File: src/hw/rtl/clex_pkg.sv
`timescale 1ns / 1ps
// ----------------------------------------------------------------------------
// clex_pkg
// Types, codes and character tables shared by the character literal lexer.
// ----------------------------------------------------------------------------
package clex_pkg;

  typedef enum logic [2:0] {
    PH_IDLE  = 3'd0,
    PH_UTF   = 3'd1,
    PH_TRAIL = 3'd2,
    PH_HEX   = 3'd3,
    PH_NAME  = 3'd4
  } phase_e;

  typedef enum logic [2:0] {
    ST_OK          = 3'd0,
    ST_EOF_CHAR    = 3'd1,
    ST_EOF_HEX     = 3'd2,
    ST_BAD_HEX_END = 3'd3,
    ST_BAD_AFTER_U = 3'd4,
    ST_BAD_SPACE   = 3'd5,
    ST_BAD_NEWLINE = 3'd6,
    ST_BAD_NAME    = 3'd7
  } status_e;

  localparam logic [7:0] CH_U      = 8'h55;
  localparam logic [7:0] CH_LBRACE = 8'h7B;
  localparam logic [7:0] CH_RBRACE = 8'h7D;
  localparam logic [7:0] CH_S_LO   = 8'h73;
  localparam logic [7:0] CH_S_UP   = 8'h53;
  localparam logic [7:0] CH_N_LO   = 8'h6E;
  localparam logic [7:0] CH_N_UP   = 8'h4E;
  localparam logic [31:0] CODE_SPACE   = 32'd32;
  localparam logic [31:0] CODE_NEWLINE = 32'd10;
  localparam logic [2:0] SPACE_LEN   = 3'd4;
  localparam logic [2:0] NEWLINE_LEN = 3'd6;

  typedef struct packed {
    phase_e      phase;
    logic [31:0] code;
    logic [1:0]  bytes_left;
    logic [2:0]  name_pos;
    logic        name_nl;
  } lex_state_t;

  typedef struct packed {
    logic        valid;
    logic [31:0] code;
    status_e     status;
    logic        not_consumed;
  } lex_result_t;

  localparam lex_state_t LEX_RESET = '{
    phase:      PH_IDLE,
    code:       32'd0,
    bytes_left: 2'd0,
    name_pos:   3'd0,
    name_nl:    1'b0
  };

  function automatic logic is_alnum(input logic [7:0] b);
    return (b >= 8'h30 && b <= 8'h39) || (b >= 8'h61 && b <= 8'h7A) ||
           (b >= 8'h41 && b <= 8'h5A);
  endfunction

  function automatic logic [7:0] to_lower(input logic [7:0] b);
    return (b >= 8'h41 && b <= 8'h5A) ? b + 8'd32 : b;
  endfunction

  // letters after the leading s of space
  function automatic logic [7:0] space_tail(input logic [2:0] pos);
    logic [7:0] c;
    case (pos)
      3'd0:    c = 8'h70;
      3'd1:    c = 8'h61;
      3'd2:    c = 8'h63;
      3'd3:    c = 8'h65;
      default: c = 8'h00;
    endcase
    return c;
  endfunction

  // letters after the leading n of newline
  function automatic logic [7:0] newline_tail(input logic [2:0] pos);
    logic [7:0] c;
    case (pos)
      3'd0:    c = 8'h65;
      3'd1:    c = 8'h77;
      3'd2:    c = 8'h6C;
      3'd3:    c = 8'h69;
      3'd4:    c = 8'h6E;
      3'd5:    c = 8'h65;
      default: c = 8'h00;
    endcase
    return c;
  endfunction

endpackage

File: src/hw/rtl/clex_step.sv
`timescale 1ns / 1ps
// ----------------------------------------------------------------------------
// clex_step
// Next-state and result logic of the lexer for one byte or end marker.
// ----------------------------------------------------------------------------
module clex_step import clex_pkg::*; (
  input  lex_state_t  st_i,
  input  logic [7:0]  byte_i,
  input  logic        end_i,
  output lex_state_t  st_o,
  output lex_result_t res_o
);

  logic [7:0] low_b;
  logic [7:0] want;
  logic [2:0] len;
  status_e    name_err;
  logic [2:0] pos_inc;
  logic [3:0] hex_nib;
  logic       hex_ok;

  assign low_b    = to_lower(byte_i);
  assign len      = st_i.name_nl ? NEWLINE_LEN : SPACE_LEN;
  assign name_err = st_i.name_nl ? ST_BAD_NEWLINE : ST_BAD_SPACE;
  assign want     = st_i.name_nl ? newline_tail(st_i.name_pos) : space_tail(st_i.name_pos);
  assign pos_inc  = st_i.name_pos + 3'd1;

  always_comb begin
    hex_ok  = 1'b1;
    hex_nib = 4'd0;
    if (byte_i >= 8'h30 && byte_i <= 8'h39) begin
      hex_nib = byte_i[3:0];
    end else if ((byte_i >= 8'h61 && byte_i <= 8'h66) ||
                 (byte_i >= 8'h41 && byte_i <= 8'h46)) begin
      hex_nib = byte_i[3:0] + 4'd9;
    end else begin
      hex_ok = 1'b0;
    end
  end

  always_comb begin
    st_o  = st_i;
    res_o = '{valid: 1'b0, code: 32'd0, status: ST_OK, not_consumed: 1'b0};
    unique case (st_i.phase)
      PH_UTF: begin
        if (end_i) begin
          res_o = '{valid: 1'b1, code: 32'd0, status: ST_EOF_CHAR, not_consumed: 1'b0};
        end else begin
          st_o.code       = {st_i.code[25:0], byte_i[5:0]};
          st_o.bytes_left = st_i.bytes_left - 2'd1;
          if (st_i.bytes_left == 2'd1) begin
            st_o.phase = PH_TRAIL;
          end
        end
      end
      PH_TRAIL: begin
        if (st_i.code == {24'd0, CH_U}) begin
          if (!end_i && byte_i == CH_LBRACE) begin
            st_o.code  = 32'd0;
            st_o.phase = PH_HEX;
          end else if (end_i || !is_alnum(byte_i)) begin
            res_o = '{valid: 1'b1, code: {24'd0, CH_U}, status: ST_OK,
                      not_consumed: !end_i};
          end else begin
            res_o = '{valid: 1'b1, code: 32'd0, status: ST_BAD_AFTER_U, not_consumed: 1'b0};
          end
        end else if (end_i || !is_alnum(byte_i)) begin
          res_o = '{valid: 1'b1, code: st_i.code, status: ST_OK, not_consumed: !end_i};
        end else if (st_i.code == {24'd0, CH_S_LO} || st_i.code == {24'd0, CH_S_UP}) begin
          if (low_b != space_tail(3'd0)) begin
            res_o = '{valid: 1'b1, code: 32'd0, status: ST_BAD_SPACE, not_consumed: 1'b0};
          end else begin
            st_o.name_nl  = 1'b0;
            st_o.name_pos = 3'd1;
            st_o.phase    = PH_NAME;
          end
        end else if (st_i.code == {24'd0, CH_N_LO} || st_i.code == {24'd0, CH_N_UP}) begin
          if (low_b != newline_tail(3'd0)) begin
            res_o = '{valid: 1'b1, code: 32'd0, status: ST_BAD_NEWLINE, not_consumed: 1'b0};
          end else begin
            st_o.name_nl  = 1'b1;
            st_o.name_pos = 3'd1;
            st_o.phase    = PH_NAME;
          end
        end else begin
          res_o = '{valid: 1'b1, code: 32'd0, status: ST_BAD_NAME, not_consumed: 1'b0};
        end
      end
      PH_HEX: begin
        if (end_i) begin
          res_o = '{valid: 1'b1, code: 32'd0, status: ST_EOF_HEX, not_consumed: 1'b0};
        end else if (hex_ok) begin
          st_o.code = {st_i.code[27:0], hex_nib};
        end else if (byte_i == CH_RBRACE) begin
          res_o = '{valid: 1'b1, code: st_i.code, status: ST_OK, not_consumed: 1'b0};
        end else begin
          res_o = '{valid: 1'b1, code: 32'd0, status: ST_BAD_HEX_END, not_consumed: 1'b0};
        end
      end
      PH_NAME: begin
        if (st_i.name_pos >= len || end_i || low_b != want) begin
          res_o = '{valid: 1'b1, code: 32'd0, status: name_err, not_consumed: 1'b0};
        end else if (pos_inc == len) begin
          res_o = '{valid: 1'b1, code: st_i.name_nl ? CODE_NEWLINE : CODE_SPACE,
                    status: ST_OK, not_consumed: 1'b0};
        end else begin
          st_o.name_pos = pos_inc;
        end
      end
      default: begin
        if (end_i) begin
          res_o = '{valid: 1'b1, code: 32'd0, status: ST_EOF_CHAR, not_consumed: 1'b0};
        end else if (byte_i >= 8'hC0 && byte_i <= 8'hDF) begin
          st_o.code       = {27'd0, byte_i[4:0]};
          st_o.bytes_left = 2'd1;
          st_o.phase      = PH_UTF;
        end else if (byte_i >= 8'hE0 && byte_i <= 8'hEF) begin
          st_o.code       = {28'd0, byte_i[3:0]};
          st_o.bytes_left = 2'd2;
          st_o.phase      = PH_UTF;
        end else if (byte_i >= 8'hF0 && byte_i <= 8'hF7) begin
          st_o.code       = {29'd0, byte_i[2:0]};
          st_o.bytes_left = 2'd3;
          st_o.phase      = PH_UTF;
        end else begin
          st_o.code       = {24'd0, byte_i};
          st_o.bytes_left = 2'd0;
          st_o.phase      = PH_TRAIL;
        end
      end
    endcase
    if (res_o.valid) begin
      st_o = LEX_RESET;
    end
  end

endmodule

File: src/hw/rtl/char_literal_lexer.sv
`timescale 1ns / 1ps
// ----------------------------------------------------------------------------
// char_literal_lexer
// Lexes the body of a character literal, one byte per word: UTF-8 characters,
// U{hex} codes and the names space and newline.
//
//   channel   dir  tdata                 tuser
//   s_axis    in   [7:0] in_byte         [0] at_end
//   m_axis    out  [31:0] char_code      [2:0] status, [3] byte_not_consumed
//
// One word per cycle unless a held result stalls it: each word is first held in
// the input register, then the lexer step updates the state and loads the
// result register.
// Reset clears the lexer state and both valid flags.
// A held result stalls only a word that itself gives a result.
// ----------------------------------------------------------------------------
module char_literal_lexer import clex_pkg::*; (
  input  logic        clk_i,
  input  logic        rst_ni,
  input  logic        s_axis_tvalid,
  output logic        s_axis_tready,
  input  logic [7:0]  s_axis_tdata,   // [7:0] in_byte
  input  logic        s_axis_tuser,   // [0] at_end
  output logic        m_axis_tvalid,
  input  logic        m_axis_tready,
  output logic [31:0] m_axis_tdata,   // [31:0] char_code
  output logic [3:0]  m_axis_tuser    // [2:0] status, [3] byte_not_consumed
);

  logic        in_valid_q;
  logic [7:0]  in_byte_q;
  logic        in_end_q;
  lex_state_t  st_q, st_d;
  lex_result_t res_d;
  logic        out_valid_q;
  logic [31:0] out_code_q;
  logic [3:0]  out_user_q;
  logic        out_free;
  logic        step_go;

  clex_step u_step (
    .st_i   (st_q),
    .byte_i (in_byte_q),
    .end_i  (in_end_q),
    .st_o   (st_d),
    .res_o  (res_d)
  );

  assign out_free      = !out_valid_q || m_axis_tready;
  assign step_go       = in_valid_q && (!res_d.valid || out_free);
  assign s_axis_tready = !in_valid_q || step_go;

  always_ff @(posedge clk_i or negedge rst_ni) begin
    if (!rst_ni) begin
      in_valid_q <= 1'b0;
    end else if (s_axis_tready) begin
      in_valid_q <= s_axis_tvalid;
    end
  end

  always_ff @(posedge clk_i) begin
    if (s_axis_tready && s_axis_tvalid) begin
      in_byte_q <= s_axis_tdata;
      in_end_q  <= s_axis_tuser;
    end
  end

  always_ff @(posedge clk_i or negedge rst_ni) begin
    if (!rst_ni) begin
      st_q <= LEX_RESET;
    end else if (step_go) begin
      st_q <= st_d;
    end
  end

  always_ff @(posedge clk_i or negedge rst_ni) begin
    if (!rst_ni) begin
      out_valid_q <= 1'b0;
    end else if (out_free) begin
      out_valid_q <= step_go && res_d.valid;
    end
  end

  always_ff @(posedge clk_i) begin
    if (out_free && step_go && res_d.valid) begin
      out_code_q <= res_d.code;
      out_user_q <= {res_d.not_consumed, res_d.status};
    end
  end

  assign m_axis_tvalid = out_valid_q;
  assign m_axis_tdata  = out_code_q;
  assign m_axis_tuser  = out_user_q;

endmodule

File: config.mk
export PLATFORM = sky130hd
export DESIGN_NAME = char_literal_lexer
export DESIGN_NICKNAME = d
export VERILOG_FILES = /design/src/hw/rtl/clex_pkg.sv /design/src/hw/rtl/clex_step.sv /design/src/hw/rtl/char_literal_lexer.sv
export SDC_FILE = /design/constraint.sdc
export NUM_CORES = 1
export LEC_CHECK = 0
export BUFFER_PORTS_ARGS = -buffer_cell sky130_fd_sc_hd__buf_2
export CAP_MARGIN = 20
export CORE_ASPECT_RATIO = 0.75
export CORE_MARGIN = 2
export CORE_UTILIZATION = 62
export DETAILED_ROUTE_END_ITERATION = 10
export PLACE_DENSITY = 0.82
export SLEW_MARGIN = 20
export SYNTH_ARGS = -nofsm -noshare
export SYNTH_HDL_FRONTEND = slang
export SYNTH_HIERARCHICAL = 1
export SYNTH_SLANG_ARGS = --single-unit
File: constraint.sdc
create_clock -name clk_i -period 6.2 [get_ports clk_i]
set_input_delay 0.31 -clock clk_i [delete_from_list [all_inputs] [get_ports clk_i]]
set_output_delay 0.31 -clock clk_i [all_outputs]
set_load 0.03 [all_outputs]
==> results.toml, run 1 <==
[clocking]
clock-sinks = 88
cts_setup_buffers = 0
cts_tree = "done"
cts_made_buffers = 9
cts_hold_buffers = 0
root_buffer = "clkbuf_16"
clk_pin_slew_ns = 0.07
cts_buffer_depth = 2
cts_max_level = 3
insertion_delay_ns = 0.35
cts_resized = 0

[worst_setup_path]
cp.required_ns = 6.41
worstPathCellList = "inv_1, ha_1, or3b_2, o22ai_1, nor2_2, a211oi_2, a2111oi_4, o21ai_4, and3b_2, buf_4, o211ai_1"
r2r_start = "in_byte_q[0]"
slowest_stage = "and3b_2"
worstPathMaxFanout = 24
cp_top_family = "simple AND/OR/NAND/NOR gates"
endpoint_kind = "register"
path_class = "register to register"
critical_path_buf_inv_count = 2
max_stage_delay_ns = 0.75
crit_start = "in_byte_q[0]"
startpoint_type = "register"
crit_arrival_ns = 4.45

[global_routing]
grtUsageTotal_pct = 32.5
grt_pass1_vias = 5941
grt_max_degree = 85
grt_overflow_total = 0
antenna_found_initial = 0
grt_pass1_wl_um = 31600

[layout]
final_cell_mix = "nand2_1, a21oi_1, nor2_1"
drive_gt1_share_pct = 18.1
fin_area_um2 = 7560
final_common_cell = "nand2_1"
n_antenna_cell = 0
n_fill_cell = 857
fin_cells = 925
syn2layout_area_growth_pct = 6.62
final_nets = 808

[hold_path]
min_path_type = "input port to async pin"

[sta]
finalHoldViolCount = 0
rsz0062_at_grt = "false"
setup_viol = 0
tightest_slew_ns = 1.14
max-slew-margin-rel_pct = 23.5
fin_crit_ns = 4.24
setup_tns_ns = 0
slew_violations = 0
holdWs_ns = 0.0556
finClkSkew_ns = 0.00833
min_period_over_period_pct = 68.4
max_freq_mhz = 236

[yosys]
synth_cell_types = 82
ys_seq_area_share_pct = 34.2
ys_ff_latch = 88
synth_area_um2 = 7090
yosys_warnings = 6
synth_ff_type = "edfxtp_1"
async_flop_share_pct = 48.9
post-synth-top-area-cell = "edfxtp_1"
yosysTopAreaCellShare_pct = 19.1
synth_fp_nets = 808
synth_edf_count = 45
synth_cells = 780
syn_area_per_cell_um2 = 9.09
synth.area.top_cells = "edfxtp_1, dfrtp_1, o211ai_2, nand4b_1, nand2b_1"

[drt]
initialDrtViolationCount = 1135
viasPerCell = 7.06
avgRoutedWirePerCell_um = 21.1
drtAntennaViolNets = 0
vias = 6530
first_pass_iters = 5
drc = 0
finalWirelength_um = 19500

[place]
dp_hpwl_um = 12500
placed_cell_area_um2 = 7240
io_buffers = 50
place.gp.congestion = 0.992
dp.cells = 909

[floorplan]
initial_utilization_pct = 64.3
rows = 33
die_h_um = 96.6
die_w_um = 127
pin_count = 51
die_area_um2 = 12300
coreArea_um2 = 11000

[power]
p_leak_nw = 2.97
power_density_nw_per_um2 = 402
ir_drop_mv = 0.564

[job]
drv_cap = 0

[run_status]
outcome = "completed"
-- final cells by class --
type / count / area (um2) / area share [%]
multi-input cells: 608 / 4280 / 56.6
flip-flops and latches: 88 / 2430 / 32.2
repair buffers: 57 / 303 / 4.01
clock buffers: 9 / 225 / 2.98
well taps: 140 / 175 / 2.32
clock inverters: 7 / 83.8 / 1.11
inverters: 16 / 60.1 / 0.795
-- per-layer routing --
layer / track usage, % / vias up / wire length [um]
li1: - / 2939 / -
met1: 47.9 / 3125 / 8600
met2: 49.2 / 423 / 8480
met3: 6.33 / 43 / 2150
met4: 8.88 / 0 / 260
met5: 0 / - / 0
-- per-stage QoR --
| stage | setup slack, ns | total power, mW | util (%) |
|---|---|---|---|
| floorplan | 1.47 | 2.10 | - |
| finish | 1.96 | 3.04 | 68.6 |
| global route | 1.71 | 3.20 | 68.6 |
| CTS | 1.98 | 2.99 | 68.5 |
| global placement | 2.20 | 2.37 | 65.7 |
| detailed placement | 1.99 | 2.42 | 65.7 |
-- worst reg2reg max path: cells and delay by family (launching register included) --
family                   cells  cell delay, ns
buffers and inverters        2            0.71
flip-flops                   1            0.57
AND/OR/NAND/NOR              3            1.42
adder cells (fa/ha/maj)      1            0.22
AO/OA/AOI/OAI                5            1.19
-- synthesized netlist by cell type, types with 11 or more instances --
library cell,count
nor2b_1,11
o211ai_2,40
buf_2,17
nand2b_1,50
edfxtp_1,45
inv_1,16
ha_1,15
nand4b_1,42
o21ai_0,25
clkbuf_1,40
dfrtp_1,43
a21oi_1,52
a2bb2oi_1,14
nand2_1,74
nor2_1,52
mux2i_1,26
nand3_1,14
nor3_1,19
and2_1,28
-- where the power goes --
group	total [mW]	switching [mW]	internal, mW
registers	1.04	0.254	0.784
logic	1.43	0.952	0.478
clock network	0.571	0.250	0.320
total	3.04	1.46	1.58
-- state kept, by name, summed over array words and instances, names as in the netlist --
signal / flops
in_byte_q: 8
in_end_q: 1
m_axis_tuser: 4
st_q: 41
m_axis_tdata: 32
in_valid_q: 1
m_axis_tvalid: 1
-- worst paths after layout --
check                      depth (start not counted)            to  slack (ns)
max                                               11       st_q[0]        1.96
min                                                2       st_q[6]        0.06
max reg2reg                                       11       st_q[0]        1.96
min reg2reg                                        2       st_q[5]        0.58
max in group asynchronous                          2    in_valid_q        5.67
min in group clk_i                                 1  in_byte_q[3]        0.14
-- cell families after synthesis --
kind of cell	count (synthesis)	synth area share (%)
flip-flops	88	34.2
multiplexers	26	3.67
buffers and inverters	84	5.81
AND/OR/NAND/NOR	345	28.5
XOR/XNOR	3	0.371
adder cells (fa/ha/maj)	15	2.65
AO/OA/AOI/OAI	219	24.8
Note: power is estimated with default switching activity, not from simulation.
==> run 2, diff against run 1 <==
ABC_AREA = 1   (was unset)
CORE_UTILIZATION = 61   (was 62)
PLACE_DENSITY = 0.81   (was 0.82)
clock period = 4.05 ns   (was 6.2 ns; I/O delays follow)
==> run 2 against run 1 <==
  * Hold slack lost 0.022 ns
  * Register-to-register slack worse by 1.3 ns
  * Fmax rose by 24%
  * Synthesized cell count grew 17%
  * Clock-buffer cell count rose by 2
  * Clock power up 47%
  * Final area shrank 6.9%
  * Area after synthesis fell by 7.9%
  * Die area shrank 6.2%
  * Sequential cell count unchanged
  * Non-clock buffer count up 4
  * Critical endpoint is now st_q[9]
  * Largest cell class unchanged
  * Largest power group unchanged
==> results.toml, run 2 <==
[run_status]
outcome = "completed"

[drt]
first_pass_iters = 6
drc = 0
viasPerCell = 5.99
vias = 6435
avgRoutedWirePerCell_um = 16.3
initialDrtViolationCount = 942
drtAntennaViolNets = 0
finalWirelength_um = 17600

[worst_setup_path]
max_stage_delay_ns = 0.55
path_class = "register to register"
slowest_stage = "edfxtp_1"
worstPathMaxFanout = 41
worstPathCellList = "inv_1, ha_1, inv_1, nand3_1, nand2_1, o21ai_2, nand3_2, nand3_2, nand2_2, nor2_2, nand2_2, nand2_2, nand4_4, nand3_2, nand2_2, nand2_1, nand2_1"
critical_path.most_common_cell = "nand2_2"
crit_arrival_ns = 3.63
cp.required_ns = 4.27
startpoint_type = "register"
endpoint_kind = "register"

[yosys]
synth_fp_nets = 940
yosys_warnings = 6
synth_area_um2 = 6530
syn_area_per_cell_um2 = 7.16
synth_most_common_cell = "nand2_1"
synth_cells = 912
synth_ff_type = "edfxtp_1"
synth_cell_types = 41
async_flop_share_pct = 48.9
yosys-top-cells-count = "nand2_1, nand3_1, inv_1"
yosysTopAreaCellShare_pct = 20.7
synth_edf_count = 45
ys_ff_latch = 88
synth.area.top_cells = "edfxtp_1, dfrtp_1, nand2_1, nand3_1, nor2_2"
post-synth-top-area-cell = "edfxtp_1"
ys_seq_area_share_pct = 37.2

[place]
pre_cts_ws_ns = 0.758
io_buffers = 50
place.gp.congestion = 0.979
dp_hpwl_um = 11800
dp.cells = 1058

[power]
ir_drop_mv = 0.576
power_density_nw_per_um2 = 713
p_leak_nw = 3.14

[clocking]
cts_setup_buffers = 0
clock-sinks = 88
cts_made_buffers = 9
cts_resized = 0
clk_pin_slew_ns = 0.06
cts_tree = "done"
root_buffer = "clkbuf_16"
cts_buffer_depth = 2
cts_max_level = 3
insertion_delay_ns = 0.34

[sta]
rsz0062_at_grt = "false"
slew_violations = 0
timing.final.ws_setup_ns = 0.638
tightest_slew_ns = 0.875
finalHoldViolCount = 0
setup_tns_ns = 0
holdWs_ns = 0.0338
max-slew-margin-rel_pct = 41.4
fin_crit_ns = 3.41
finClkSkew_ns = 0.00690
max_freq_mhz = 293
min_period_over_period_pct = 84.2
setup_viol = 0

[floorplan]
coreArea_um2 = 10300
pin_count = 51
die_w_um = 123
die_area_um2 = 11600
rows = 32
die_h_um = 93.6
initial_utilization_pct = 63.2

[layout]
fin_cells = 1075
largest_reg_flops = 41
top_register = "st_q"
final_common_cell = "nand2_1"
final_nets = 962
final_cell_mix = "nand2_1, nand3_1, inv_1"
drive_gt1_share_pct = 17.5
n_antenna_cell = 0
n_fill_cell = 902
syn2layout_area_growth_pct = 7.80

[job]
drv_cap = 0

[hold_path]
min_path_type = "input port to register"

[global_routing]
grt_max_degree = 69
grt_pass1_wl_um = 29400
antenna_found_initial = 0
grtUsageTotal_pct = 32.4
grt_overflow_total = 0
grt_pass1_vias = 5712
-- run 2: cell types whose count changed in the layout (fill, tap and decap cells not counted), sizes merged, moves of 26 or more --
| cell | before | now |
|---|---|---|
| nand2b | 50 | 0 |
| and2 | 28 | 0 |
| nor2 | 53 | 110 |
| a21oi | 52 | 20 |
| nand4b | 43 | 0 |
| inv | 20 | 82 |
| o211ai | 43 | 13 |
| nand2 | 74 | 298 |
| nand3 | 14 | 90 |
| mux2i | 26 | 0 |
-- run 2: stage by stage --
stage | util, % | area, um2 | power [mW]
6_report | 68.1 | 7040 | 5.02
4_1_cts | 67.9 | 7020 | 4.97
2_1_floorplan | - | 6530 | 3.55
5_1_grt | 68.1 | 7040 | 5.38
3_5_place_dp | 65.0 | 6720 | 4.11
3_3_place_gp | 65.0 | 6720 | 4.07
-- run 2: critical path, delay by kind of cell (launching register included) --
kind | cells | cell delay, ns
AO/OA/AOI/OAI | 1 | 0.07
adder cells (fa/ha/maj) | 1 | 0.24
buffers and inverters | 2 | 0.34
flip-flops | 1 | 0.55
AND/OR/NAND/NOR | 13 | 2.06
-- run 2: cells by family (layout without fill, tap and decap cells) --
logic type	after synthesis	in the layout	synth area share, %
AO/OA/AOI/OAI	123	123	12.0
XOR/XNOR	3	3	0.403
adder cells (fa/ha/maj)	15	15	2.88
buffers and inverters	133	160	9.51
flip-flops	88	88	37.2
AND/OR/NAND/NOR	550	550	38.0
-- run 2: routing by layer --
| layer | vias up | share of wire, % | global-route usage, % |
|---|---|---|---|
| met4 | 0 | 1.4 | 7.77 |
| met1 | 2939 | 45 | 49.2 |
| met2 | 389 | 42 | 46.7 |
| met5 | - | 0 | 0 |
| li1 | 3076 | - | - |
| met3 | 31 | 12 | 7.20 |
-- run 2: timing repair --
action | in CTS | in global routing
endpoints found under the setup margin | 0 | 0
hold buffers | 0 | 1
endpoints found under the hold margin | 0 | 43
-- run 2: report_power, final --
part	switching [mW]	total (mW)	internal, mW
Sequential	0.209	1.43	1.22
Combinational	1.97	2.74	0.775
Clock	0.345	0.840	0.494
Total	2.52	5.02	2.49
-- run 2: final timing paths --
check	from	to	slack, ns	cells past startpoint
worst min register to register	st_q[38]	st_q[38]	0.51	2
max in group asynchronous	rst_ni	st_q[12]	3.23	2
min in group asynchronous	rst_ni	st_q[31]	0.41	2
worst max-delay path	in_byte_q[0]	st_q[9]	0.64	17
worst max register to register	in_byte_q[0]	st_q[9]	0.64	17
worst min-delay path	s_axis_tdata[6]	in_byte_q[6]	0.03	1
-- run 2: layout make-up --
| type | instances | area (um2) | area share, % |
|---|---|---|---|
| clock inverter | 5 | 56.3 | 0.800 |
| inverter | 83 | 315 | 4.48 |
| clock buffer | 11 | 243 | 3.45 |
| timing repair buffer | 61 | 338 | 4.80 |
| multi-input combinational | 691 | 3490 | 49.5 |
| tap | 136 | 170 | 2.42 |
| sequential | 88 | 2430 | 34.5 |
